`config.mk`:
```
export PLATFORM = sky130hd
export DESIGN_NAME = rvm_div
export DESIGN_NICKNAME = d
export VERILOG_FILES = /design/src/rtl/core/rvm_pkg.sv /design/src/rtl/core/rvm_div.sv
export SDC_FILE = /design/constraint.sdc
export NUM_CORES = 1
export LEC_CHECK = 0
export BUFFER_PORTS_ARGS = -buffer_cell sky130_fd_sc_hd__buf_4
export CORE_MARGIN = 2
export CORE_UTILIZATION = 44
export CTS_BUF_LIST = sky130_fd_sc_hd__clkbuf_8
export DETAILED_ROUTE_END_ITERATION = 12
export PLACE_DENSITY = 0.76
export SLEW_MARGIN = 0
export SYNTH_ARGS = -nofsm -noshare
export SYNTH_HDL_FRONTEND = slang
export SYNTH_SLANG_ARGS = --single-unit
```
`constraint.sdc`:
```
create_clock -name clk_i -period 3.1 [get_ports clk_i]
set_input_delay 0.155 -clock clk_i [delete_from_list [all_inputs] [get_ports clk_i]]
set_output_delay 0.155 -clock clk_i [all_outputs]
set_load 0.01 [all_outputs]
```
`src/rtl/core/rvm_pkg.sv`:
```
// Shared constants, opcodes and state encoding for the register VM step block.
`default_nettype none
package rvm_pkg;

  // Byte memory size; must be a power of two so addresses wrap by masking.
  localparam int unsigned MEM_BYTES = 65536;
  localparam int unsigned MEM_AW    = $clog2(MEM_BYTES);
  localparam int unsigned REG_COUNT = 16;
  localparam int unsigned REG_AW    = $clog2(REG_COUNT);
  localparam int unsigned WORD_W    = 16;

  typedef enum logic [3:0] {
    OP_HALT  = 4'd0,
    OP_ADD   = 4'd1,
    OP_SUB   = 4'd2,
    OP_MUL   = 4'd3,
    OP_DIV   = 4'd4,
    OP_NAND  = 4'd5,
    OP_SHL   = 4'd6,
    OP_SHR   = 4'd7,
    OP_IN    = 4'd8,
    OP_OUT   = 4'd9,
    OP_READ  = 4'd10,
    OP_WRITE = 4'd11,
    OP_LD16  = 4'd12,
    OP_ST16  = 4'd13,
    OP_LIT8  = 4'd14,
    OP_CPY   = 4'd15
  } op_e;

  typedef enum logic [1:0] {
    BLK_NONE  = 2'd0,
    BLK_READ  = 2'd1,
    BLK_WRITE = 2'd2
  } blk_e;

  typedef enum logic [3:0] {
    S_IDLE,
    S_OP,
    S_X1,
    S_LIT,
    S_B2,
    S_RX,
    S_RY,
    S_RZ,
    S_EXEC,
    S_DIV,
    S_L0,
    S_L1,
    S_S1,
    S_UPD
  } state_e;

endpackage
`default_nettype wire

```
`src/rtl/core/rvm_div.sv`:
```
// Iterative 16-bit unsigned restoring divider, one quotient bit per cycle.
`default_nettype none
module rvm_div
  import rvm_pkg::*;
(
  input  wire logic              clk_i,
  input  wire logic              rst_ni,
  input  wire logic              start_i,
  input  wire logic [WORD_W-1:0] dividend_i,
  input  wire logic [WORD_W-1:0] divisor_i,
  output logic                   done_o,
  output logic [WORD_W-1:0]      quotient_o
);

  localparam int unsigned CNT_W = $clog2(WORD_W + 1);

  logic [WORD_W-1:0] rem_q;
  logic [WORD_W-1:0] quo_q;
  logic [WORD_W-1:0] dvs_q;
  logic [CNT_W-1:0]  cnt_q;
  logic              run_q;
  logic              done_q;
  logic [WORD_W:0]   shifted;
  logic              fits;

  // A zero divisor always fits, so every quotient bit becomes one.
  assign shifted = {rem_q, quo_q[WORD_W-1]};
  assign fits    = shifted >= {1'b0, dvs_q};

  always_ff @(posedge clk_i or negedge rst_ni) begin
    if (!rst_ni) begin
      run_q  <= 1'b0;
      done_q <= 1'b0;
      cnt_q  <= '0;
    end else begin
      done_q <= 1'b0;
      if (start_i) begin
        run_q <= 1'b1;
        cnt_q <= '0;
      end else if (run_q) begin
        cnt_q <= cnt_q + 1'b1;
        if (cnt_q == CNT_W'(WORD_W - 1)) begin
          run_q  <= 1'b0;
          done_q <= 1'b1;
        end
      end
    end
  end

  always_ff @(posedge clk_i) begin
    if (start_i) begin
      rem_q <= '0;
      quo_q <= dividend_i;
      dvs_q <= divisor_i;
    end else if (run_q) begin
      rem_q <= fits ? WORD_W'(shifted - {1'b0, dvs_q}) : shifted[WORD_W-1:0];
      quo_q <= {quo_q[WORD_W-2:0], fits};
    end
  end

  assign done_o     = done_q;
  assign quotient_o = quo_q;

endmodule
`default_nettype wire

```
==> impl_metrics.csv, run 1 <==
group,metric,value,unit
synthesis,yosys_warnings,0,
synthesis,number_of_enable_type_register_cells_in_the_synthesized_netlist,32,
clocking,cts_max_path_buffers,2,
synthesis,ys.flop_type,"sky130_fd_sc_hd__edfxtp_1",
clocking,numClockSinks,55,
sta,worst_slew_pin_slew,0.9709,ns
sta,timing.final.crit_period,2.346,ns
critical_path,worst_ep_required_time,3.33,ns
power,ir_worst_vdd,0.2428,mV
synthesis,synth_fa_ha_area_frac,0.07834,
final_layout,most-common-layout-cells,"sky130_fd_sc_hd__buf_4, sky130_fd_sc_hd__nand2_1, sky130_fd_sc_hd__edfxtp_1, sky130_fd_sc_hd__nor2_1, sky130_fd_sc_hd__inv_1",
floorplan,core_region_area,6832,um2
synthesis,seq_area_frac_synth,0.4652,
min_path,worst_hold_path_type,"input pin to flop",
synthesis,synth_top_family_by_area,"compound AO/OA/AOI/OAI gates",
floorplan,floorplan.initialDensity,0.4582,
final_layout,finalCoreUtilization,0.5592,
global_route,grt_max_degree,49,
outcome,outcome,"finished clean",
min_path,cells_on_worst_hold_path,1,
synthesis,synth-async-reset-ratio,0.1273,
synthesis,ys_ff_latch,55,
place,place_inst,433,
synthesis,synth-compound-area-share,0.1795,
synthesis,syn-num-nets,352,
clocking,cts.root.buffer_cell,"sky130_fd_sc_hd__clkbuf_8",
clocking,clock_slew_at_the_register_clock_pins_of_the_worst_setup_and_hold_paths,0.11,ns
critical_path,crit_start,"dvs_q[1]",
critical_path,reg2reg_from,"dvs_q[1]",
place,detailed_place_hpwl,5.133,mm
floorplan,die_h,88.35,um
detailed_routing,top_layer_used,"met4",
critical_path,arrival_time_of_the_worst_setup_path,2.57,ns
synthesis,yosysUniqueCellTypes,60,
critical_path,rrSetupSlack,0.75,ns
synthesis,synthCells,298,
floorplan,top_level_port_count,52,
synthesis,synth.mux.area_fraction,0.05715,
sta,setup_viol_count_final,0,
clocking,cts-hold-fix-buffers,3,
synthesis,synth_simple_gate_area_share,0.1311,
floorplan,fp.dieArea,7806,um2
sta,max_slew_margin,0.3504,
detailed_routing,routed_wirelength,6.988,mm
power,total_power_density_per_cell_area,426.6,nW/um2
synthesis,synth-xor-area-share,0.03917,
final_layout,drive_above_1_share,0.2465,
detailed_routing,first_iter_violations,197,
clocking,cts_repair_resize_count,0,
global_route,grt_antenna_before_repair,0,
synthesis,synthesis.area,3131,um2
final_layout,nets,410,
detailed_routing,detailroute.wirelength.met2,3.387,mm
final_layout,number_of_antenna_repair_diodes,0,
clocking,clkLatencyLatePin,0.32,ns
critical_path,rr_endpoint,"rem_q[1]",
detailed_routing,drcViolationCount,0,
global_route,first_global_vias,2422,
sta,drv_slew,0,
clocking,tritoncts,"yes",
detailed_routing,vias,2446,
final_layout,mostFrequentLayoutCell,"sky130_fd_sc_hd__buf_4",
detailed_routing,met3_length,399,um
critical_path,crit_end,"rem_q[1]",
place,buffers_added_on_ports,51,
final_layout,area_delta_synth_final,22.02,%
global_route,global_route.overflow_total,0,
critical_path,worst_setup_path_end_kind,"flop",
sta,fin_skew,0.009336,ns
clocking,post_cts_buffers,0,
sta,final_layout_setup_total_negative_slack,0,ns
sta,fmaxAchievable,426.2,MHz
detailed_routing,ant_nets,0,
flow_run,max_cap_viol_count,0,
sta,final-hold-violation-count,0,
final_layout,final.fill_count,588,
detailed_routing,detail_route.wirelength.met1,3.033,mm
critical_path,worstSetupPathType,"flop to flop",
global_route,grt_first_pass_wirelength,11.67,mm
clocking,cts_buffers,5,
detailed_routing,drtPass1Iterations,4,
critical_path,path_max_fanout,6,
detailed_routing,post_drt_wl_per_cell,15.43,um
sta,setup_repair_after_global_routing_missed_its_margin,"no",
critical_path,crit_path_launch_type,"flop",
clocking,h-tree-depth,2,
sta,timing.final.crit_share,0.7569,
global_route,gr-usage-all-layers,0.1919,
power,total_leakage_power,1.618,nW
detailed_routing,drt-vias-per-instance,5.400,
floorplan,rows,30,
critical_path,reg2regPathDepth,8,
place,routability_driven_placement_congestion_ratio,0.9358,
final_layout,final-instance-count-excl-fill,453,
floorplan,die_width,88.35,um
synthesis,syn_area_per_cell,10.51,um2
Yosys cell counts, drive strengths merged (2+ instances only):
cell type  count  area (um2)
xor2          10       87.58
xnor2          4       35.03
a31oi          3       31.28
nor3           2       10.01
o21ai         13       65.06
buf            8       50.05
a21o           3       22.52
o31ai          4       30.03
edfxtp        32       960.9
nand3          9       45.04
a32oi          4       35.03
o2111ai        2       23.77
ha            18       225.2
inv           22       82.58
dfrtp          7       175.2
a211oi         3       35.03
nor2          24       92.59
nor2b          3       18.77
clkbuf         6       22.52
o211ai         3       22.52
o21a           3       22.52
a21oi         13       80.08
or3            2       12.51
mux2          15       168.9
nand2         33       126.4
dfxtp         16       320.3
and3           3       18.77
a311oi         4       41.29
o311ai         6       60.06
a22oi          2       15.01
nand2b         5       31.28
critical path: stages (launching register included):
cell,delay (ns)
sky130_fd_sc_hd__edfxtp_1,0.43
sky130_fd_sc_hd__inv_1,0.06
sky130_fd_sc_hd__ha_1,0.29
sky130_fd_sc_hd__nand2b_1,0.11
sky130_fd_sc_hd__a211oi_4,0.34
sky130_fd_sc_hd__o2111ai_2,0.20
sky130_fd_sc_hd__a31oi_2,0.44
sky130_fd_sc_hd__nand2_1,0.12
sky130_fd_sc_hd__a32o_1,0.27
power breakdown:
group | internal (mW) | switching, mW | leakage [nW] | total, mW
Sequential | 0.822 | 0.0227 | 0.547 | 0.845
Clock | 0.249 | 0.262 | 0.0611 | 0.511
Combinational | 0.138 | 0.136 | 1.01 | 0.274
Total | 1.21 | 0.421 | 1.62 | 1.63
how the worst min path moves through the flow:
stage	startpoint	slack [ns]	endpoint
after floorplan	rst_ni	-0.14	cnt_q[0]
after CTS	divisor_i[15]	0.0002	dvs_q[15]
final	divisor_i[1]	0.005	dvs_q[1]
after detailed placement	rst_ni	-0.02	cnt_q[1]
after global routing	divisor_i[1]	0.003	dvs_q[1]
after global placement	rst_ni	-0.03	cnt_q[0]
registers in the layout, indices dropped and copies added (netlist names):
signal / cells
quotient_o: 16
run_q: 1
cnt_q: 5
done_o: 1
dvs_q: 16
rem_q: 16
stage by stage:
step	power, mW	setup WS [ns]	hold WS (ns)	area [um2]
after floorplan	1.013	1.033	-0.1406	3131
after global placement	1.116	0.8622	-0.02710	3576
after detailed placement	1.122	0.7782	-0.02388	3576
after CTS	1.626	0.7648	0.0002499	3730
after global routing	1.696	0.6393	0.002887	3820
final	1.629	0.7536	0.004767	3820
cell families after synthesis:
kind of cell | count (synthesis)
compound gates | 70
xor+xnor | 14
fa+ha+maj | 19
buf+inv | 36
flops | 55
mux | 16
simple gates | 88
per-layer routing:
metal | GRT usage | up-vias
met2 | 0.3137 | 83
met1 | 0.2533 | 1150
met3 | 0.03825 | 14
met5 | 0 | -
met4 | 0.07163 | 0
li1 | - | 1199
final cells by class:
type | instances | area [um2] | area share
inverters | 22 | 82.58 | 0.02162
multi-input cells | 207 | 1519 | 0.3976
clock buffers | 5 | 68.82 | 0.01802
repair buffers | 65 | 518.0 | 0.1356
flip-flops and latches | 55 | 1456 | 0.3813
well taps | 96 | 120.1 | 0.03144
clock inverters | 3 | 55.05 | 0.01441
(Power assumes the default switching activity.)
==> inputs of run 2 (changes only) <==
--- a/config.mk
+++ b/config.mk
@@ -5,12 +5,13 @@
 export SDC_FILE = /design/constraint.sdc
 export NUM_CORES = 1
 export LEC_CHECK = 0
+export ABC_AREA = 1
 export BUFFER_PORTS_ARGS = -buffer_cell sky130_fd_sc_hd__buf_4
 export CORE_MARGIN = 2
 export CORE_UTILIZATION = 44
 export CTS_BUF_LIST = sky130_fd_sc_hd__clkbuf_8
 export DETAILED_ROUTE_END_ITERATION = 12
-export PLACE_DENSITY = 0.76
+export PLACE_DENSITY = 0.75
 export SLEW_MARGIN = 0
 export SYNTH_ARGS = -nofsm -noshare
 export SYNTH_HDL_FRONTEND = slang
==> constraint.sdc (replaced) <==
create_clock -name clk_i -period 2.2 [get_ports clk_i]
set_input_delay 0.11 -clock clk_i [delete_from_list [all_inputs] [get_ports clk_i]]
set_output_delay 0.11 -clock clk_i [all_outputs]
set_load 0.01 [all_outputs]
==> run 2 against run 1 <==
Register-to-register slack worse by 0.55 ns. Clock skew shrank 0.00072 ns. Synthesized area grew 8.3%. Power increased to 2.7 times the previous value. Core utilization decreased by 1.2 points.
==> impl_metrics.csv, run 2 <==
group,metric,value,unit
sta,setup_repair_after_global_routing_missed_its_margin,"no",
flow_run,max_cap_viol_count,0,
power,switching_power,1.925,mW
floorplan,die_h,91.77,um
clocking,cts_repair_resize_count,0,
floorplan,top_level_port_count,52,
final_layout,nets,569,
synthesis,post-synth-top-count-cell,"sky130_fd_sc_hd__nand2_1",
power,power_frac_comb,0.517,
floorplan,core_region_area,7607,um2
sta,setup_viol_count_final,0,
synthesis,synthesis.area,3390,um2
critical_path,worst_path_max_delay_cell,"sky130_fd_sc_hd__fa_1",
synthesis,ys_ff_latch,55,
floorplan,floorplan.initialDensity,0.4456,
final_layout,number_of_antenna_repair_diodes,0,
clocking,cts.root.buffer_cell,"sky130_fd_sc_hd__clkbuf_8",
final_layout,area_delta_synth_final,22.89,%
critical_path,crit_path_launch_type,"flop",
power,total_power_density_per_cell_area,1067,nW/um2
synthesis,synthCells,444,
detailed_routing,drt-vias-per-instance,4.871,
sta,final_layout_setup_total_negative_slack,0,ns
critical_path,reg2reg_from,"dvs_q[0]",
global_route,first_global_vias,2968,
sta,timing.final.crit_share,0.9092,
critical_path,reg2regPathDepth,10,
clocking,cts_buffers,5,
min_path,worst_hold_path_type,"input pin to flop",
final_layout,mostFrequentLayoutCell,"sky130_fd_sc_hd__nand2_1",
global_route,gr-usage-all-layers,0.1945,
final_layout,reg_area,1456,um2
sta,fmaxAchievable,500.0,MHz
place,buffers_added_on_ports,51,
sta,worst_slew_pin_slew,0.5811,ns
critical_path,worst_ep_required_time,2.43,ns
clocking,numClockSinks,55,
clocking,clkLatencyLatePin,0.32,ns
synthesis,ys.flop_type,"sky130_fd_sc_hd__edfxtp_1",
floorplan,fp.dieArea,8422,um2
final_layout,drive_above_1_share,0.1667,
clocking,clock_slew_at_the_register_clock_pins_of_the_worst_setup_and_hold_paths,0.11,ns
final_layout,final.fill_count,708,
min_path,sink_of_the_worst_hold_path,"quotient_o[14]",
critical_path,arrival_time_of_the_worst_setup_path,2.23,ns
power,internal_power,2.519,mW
floorplan,rows,32,
sta,timing.final.crit_period,2.000,ns
synthesis,syn-num-nets,498,
critical_path,rr_endpoint,"rem_q[14]",
detailed_routing,drcViolationCount,0,
final_layout,multiInputGateArea,1589,um2
synthesis,syn_area_per_cell,7.634,um2
sta,max_slew_margin,0.6121,
synthesis,synth_largest_area_cell,"sky130_fd_sc_hd__edfxtp_1",
synthesis,number_of_enable_type_register_cells_in_the_synthesized_netlist,32,
power,ir_worst_vdd,0.4448,mV
synthesis,yosysUniqueCellTypes,36,
min_path,holdCritStartpoint,"dividend_i[14]",
clocking,post_cts_buffers,0,
critical_path,worstSetupPathType,"flop to flop",
power,total_leakage_power,2.163,nW
global_route,global_route.overflow_total,0,
clocking,cts_max_path_buffers,2,
min_path,cells_on_worst_hold_path,3,
place,routability_driven_placement_congestion_ratio,0.9776,
critical_path,path_cells,"ha_1 > fa_1 > nor2_1 > nor2_1 > o21ai_1 > nand2_1 > nand3_1 > nand3_2 > nand2_1 > nand2_1",
synthesis,commonest_cells_in_the_netlist,"sky130_fd_sc_hd__nand2_1, sky130_fd_sc_hd__inv_1, sky130_fd_sc_hd__nand3_1",
critical_path,timing.critical_path.mode_cell,"sky130_fd_sc_hd__nand2_1",
synthesis,synth_top_area_frac,0.2835,
outcome,outcome,"finished clean",
power,p_seq_frac,0.321,
place,place_inst,593,
critical_path,path_max_fanout,4,
detailed_routing,routed_wirelength,7.723,mm
detailed_routing,drtPass1Iterations,4,
synthesis,synth-async-reset-ratio,0.1273,
floorplan,die_width,91.77,um
global_route,grt_max_degree,24,
critical_path,worst_setup_path_end_kind,"flop",
critical_path,rrSetupSlack,0.20,ns
detailed_routing,vias,3010,
place,detailed_place_hpwl,5.577,mm
detailed_routing,ant_nets,0,
detailed_routing,post_drt_wl_per_cell,12.50,um
global_route,grt_first_pass_wirelength,13.19,mm
global_route,grt_antenna_before_repair,0,
final_layout,most-common-layout-cells,"sky130_fd_sc_hd__nand2_1, sky130_fd_sc_hd__inv_1, sky130_fd_sc_hd__buf_4, sky130_fd_sc_hd__nand3_1, sky130_fd_sc_hd__edfxtp_1",
detailed_routing,first_iter_violations,165,
power,sw_frac_of_total,0.4331,
sta,fin_skew,0.008617,ns
clocking,tritoncts,"yes",
power,clock_power_share,0.162,
synthesis,synth.area.top_cells,"sky130_fd_sc_hd__edfxtp_1, sky130_fd_sc_hd__nand2_1, sky130_fd_sc_hd__dfxtp_1",
sta,final-hold-violation-count,0,
synthesis,seq_area_frac_synth,0.4297,
sta,drv_slew,0,
synthesis,yosys_warnings,0,
final_layout,final-instance-count-excl-fill,618,
critical_path,timing.critical_path.slowest_cell_delay,0.43,ns
clocking,h-tree-depth,2,
run 2: cell count changes in the layout (fill, tap and decap cells not counted), moves of 6 or more:
cell,before,now
sky130_fd_sc_hd__inv_1,22,72
sky130_fd_sc_hd__mux2_2,15,0
sky130_fd_sc_hd__nand2_1,32,165
sky130_fd_sc_hd__nand3_1,9,34
sky130_fd_sc_hd__nand3b_1,1,7
sky130_fd_sc_hd__o21ai_1,8,1
sky130_fd_sc_hd__xor2_1,10,2
run 2: power by group through the flow:
stage | Combinational, mW | Clock (mW) | Sequential, mW
2_1_floorplan | 1.80 | 0 | 1.43
4_1_cts | 2.28 | 0.736 | 1.43
3_3_place_gp | 2.20 | 0 | 1.44
5_1_grt | 2.60 | 0.775 | 1.46
6_report | 2.30 | 0.720 | 1.43
3_5_place_dp | 2.23 | 0 | 1.44
run 2: critical path: cells and delay by family (launching register included):
kind,cells,cell delay (ns)
flip-flops,1,0.42
AND/OR/NAND/NOR,7,0.62
adder cells (fa/ha/maj),2,0.65
AO/OA/AOI/OAI,1,0.21
run 2: worst max-delay path by stage:
stage	startpoint	end	depth (start not counted)
3_3_place_gp	quotient_o[15]	rem_q[14]	11
3_5_place_dp	quotient_o[15]	rem_q[14]	11
2_1_floorplan	quotient_o[15]	rem_q[14]	11
4_1_cts	dvs_q[0]	rem_q[14]	10
6_report	dvs_q[0]	rem_q[14]	10
5_1_grt	quotient_o[15]	rem_q[14]	11
run 2: area by class of cell:
cell class                      count  share of cell area
Clock buffer                        5             0.01652
Clock inverter                      3             0.01322
Inverter                           76             0.06849
Multi-Input combinational cell    305              0.3815
Sequential cell                    55              0.3497
Tap cell                          102             0.03064
Timing Repair Buffer               72              0.1400
run 2: layer usage:
| metal | vias to the layer above | global-route usage | share of wire |
|---|---|---|---|
| li1 | 1538 | - | - |
| met1 | 1355 | 0.2562 | 0.46 |
| met2 | 96 | 0.3205 | 0.46 |
| met3 | 21 | 0.03040 | 0.059 |
| met4 | 0 | 0.07960 | 0.028 |
| met5 | - | 0 | 0 |
run 2: cells by family after synthesis:
family,after synthesis,share of synthesized area
adders and majority gates,19,0.07235
buffers and inverters,84,0.1015
xor gates and xnor gates,6,0.01550
DFF,55,0.4297
AOI/OAI and AO/OA,27,0.04652
and+or+nand+nor,253,0.3344
run 2: repair_timing:
action / CTS / global route
hold endpoints to repair: 23 / 0
setup endpoints to repair: 0 / 0
hold buffers: 17 / 0
run 2: per-stage QoR:
stage / setup WS [ns] / hold slack [ns] / area, um2 / total power, mW / util
2_1_floorplan: 0.3426 / -0.1856 / 3390 / 3.229 / -
3_3_place_gp: 0.2638 / -0.07493 / 3871 / 3.641 / 0.5089
3_5_place_dp: 0.2236 / -0.07295 / 3871 / 3.672 / 0.5089
4_1_cts: 0.1982 / 0.04477 / 4165 / 4.438 / 0.5475
5_1_grt: 0.03247 / 0.03701 / 4165 / 4.829 / 0.5475
6_report: 0.1998 / 0.04277 / 4165 / 4.444 / 0.5475
==> inputs of run 3 (changes only) <==
--- a/config.mk
+++ b/config.mk
@@ -7,10 +7,12 @@
 export LEC_CHECK = 0
 export ABC_AREA = 1
 export BUFFER_PORTS_ARGS = -buffer_cell sky130_fd_sc_hd__buf_4
+export CORE_ASPECT_RATIO = 0.7
 export CORE_MARGIN = 2
 export CORE_UTILIZATION = 44
 export CTS_BUF_LIST = sky130_fd_sc_hd__clkbuf_8
 export DETAILED_ROUTE_END_ITERATION = 12
+export GPL_ROUTABILITY_DRIVEN = 0
 export PLACE_DENSITY = 0.75
 export SLEW_MARGIN = 0
 export SYNTH_ARGS = -nofsm -noshare
==> run 3 against run 2 <==
Combinational power about the same. Design area about the same. Cell count decreased by 0.49%. Critical path depth increased by 1. Maximum frequency decreased by 0.13%. Clock skew increased by 0.0060 ns. Sequential power about the same. Critical path type unchanged.
==> impl_metrics.csv, run 3 (synthesis results as in run 2) <==
group,metric,value,unit
floorplan,die_h,77.44,um
clocking,cts_buffers,5,
power,ir_worst_vdd,0.4406,mV
sta,final-hold-violation-count,0,
sta,setup_viol_count_final,0,
floorplan,top_level_port_count,52,
sta,worst_slew_pin_slew,0.5802,ns
global_route,gr-usage-all-layers,0.1972,
final_layout,area_delta_synth_final,22.92,%
place,buffers_added_on_ports,51,
clocking,h-tree-depth,2,
clocking,post_cts_buffers,0,
sta,final_layout_setup_total_negative_slack,0,ns
min_path,cells_on_worst_hold_path,3,
detailed_routing,drt-vias-per-instance,4.811,
critical_path,arrival_time_of_the_worst_setup_path,2.23,ns
global_route,grt_antenna_before_repair,0,
final_layout,nets,570,
critical_path,reg2regPathDepth,11,
clocking,numClockSinks,55,
outcome,outcome,"finished clean",
sta,drv_slew,0,
final_layout,final.fill_count,661,
floorplan,floorplan.initialDensity,0.4590,
detailed_routing,post_drt_wl_per_cell,12.89,um
global_route,global_route.overflow_total,0,
floorplan,core_region_area,7385,um2
floorplan,rows,26,
detailed_routing,drcViolationCount,0,
min_path,holdCritStartpoint,"dividend_i[14]",
critical_path,worst_path_max_delay_cell,"sky130_fd_sc_hd__fa_1",
sta,setup_repair_after_global_routing_missed_its_margin,"yes",
final_layout,mostFrequentLayoutCell,"sky130_fd_sc_hd__nand2_1",
critical_path,reg2reg_from,"quotient_o[15]",
clocking,clkLatencyLatePin,0.33,ns
place,dp_worst_setup_slack,0.1808,ns
sta,fin_worst_setup_slack,0.1973,ns
clocking,cts.root.buffer_cell,"sky130_fd_sc_hd__clkbuf_8",
global_route,first_global_vias,2903,
clocking,cts_max_path_buffers,2,
detailed_routing,drtPass1Iterations,4,
final_layout,drive_above_1_share,0.1702,
critical_path,rrSetupSlack,0.20,ns
critical_path,timing.critical_path.slowest_cell_delay,0.41,ns
critical_path,timing.critical_path.mode_cell,"sky130_fd_sc_hd__nand2_1",
critical_path,worstSetupPathType,"flop to flop",
sta,timing.final.crit_share,0.9103,
sta,fin_skew,0.01466,ns
critical_path,crit_path_launch_type,"flop",
sta,timing.final.crit_period,2.003,ns
global_route,grt_first_pass_wirelength,13.18,mm
global_route,grt_max_degree,21,
clocking,clock_slew_at_the_register_clock_pins_of_the_worst_setup_and_hold_paths,0.11,ns
power,totalPowerFinal,4.476,mW
floorplan,die_width,108.9,um
floorplan,fp.dieArea,8433,um2
min_path,worst_hold_path_type,"input pin to flop",
detailed_routing,first_iter_violations,240,
detailed_routing,vias,2959,
final_layout,most-common-layout-cells,"sky130_fd_sc_hd__nand2_1, sky130_fd_sc_hd__inv_1, sky130_fd_sc_hd__buf_4, sky130_fd_sc_hd__nand3_1, sky130_fd_sc_hd__edfxtp_1",
place,detailed_place_hpwl,5.971,mm
critical_path,path_max_fanout,4,
final_layout,number_of_antenna_repair_diodes,0,
power,total_leakage_power,2.169,nW
detailed_routing,ant_nets,0,
sta,whs,0.03487,ns
critical_path,crit_start,"quotient_o[15]",
critical_path,worst_ep_required_time,2.43,ns
power,total_power_density_per_cell_area,1074,nW/um2
sta,max_slew_margin,0.6128,
sta,fmaxAchievable,499.3,MHz
clocking,tritoncts,"yes",
detailed_routing,routed_wirelength,7.925,mm
critical_path,worst_setup_path_end_kind,"flop",
flow_run,max_cap_viol_count,0,
critical_path,path_cells,"inv_1 > ha_1 > fa_1 > nor2_1 > nor2_1 > o21ai_2 > nand2_1 > nand3_1 > nand3_2 > nand2_1 > nand2_1",
==> run 3: changes by cell type in the layout (fill, tap and decap cells not counted), sizes merged <==
| cell | change |
|---|---|
| buf | +1 |
| clkinv | -2 |
| inv | +2 |
==> run 3: metrics by stage <==
stage	instance area [um2]	util	cells
2_1_floorplan	3390	-	444
3_3_place_gp	3874	0.5246	590
3_5_place_dp	3874	0.5246	590
4_1_cts	4163	0.5637	615
5_1_grt	4167	0.5642	615
6_report	4167	0.5642	615
==> run 3: final cells by class <==
| class | instances | area (um2) | share of cell area |
|---|---|---|---|
| multi-input cells | 305 | 1593 | 0.3823 |
| flip-flops and latches | 55 | 1456 | 0.3495 |
| repair buffers | 73 | 590.6 | 0.1417 |
| inverters | 76 | 285.3 | 0.06847 |
| well taps | 98 | 122.6 | 0.02943 |
| clock buffers | 5 | 68.82 | 0.01652 |
| clock inverters | 3 | 50.05 | 0.01201 |
==> run 3: final timing paths <==
path,to
max,rem_q[14]
min,quotient_o[14]
max reg2reg,rem_q[14]
min reg2reg,cnt_q[3]
max in group asynchronous,done_o
min in group asynchronous,cnt_q[3]
==> run 3: what timing repair did <==
action | 4_1_cts | 5_1_grt
gates resized for setup | 0 | 1
endpoints found under the setup margin | 0 | 1
hold buffers | 17 | 0
hold endpoints to repair | 23 | 0
==> run 3: routing by layer <==
metal  GRT usage  wire length [um]
met3     0.04706               632
met4     0.04487                37
met2      0.2876              3258
met1      0.2940              3997
met5           0                 0
==> run 3: critical path, delay by kind of cell (launching register included) <==
family,cells,cell delay [ns]
and+or+nand+nor,7,0.61
adders and majority gates,2,0.63
DFF,1,0.38
buffers and inverters,1,0.07
AOI/OAI and AO/OA,1,0.19
==> run 3: power by group <==
group          switching (mW)  total [mW]  internal [mW]
combinational            1.46        2.33          0.869
clock                   0.375       0.727          0.352
sequential              0.124        1.42           1.30
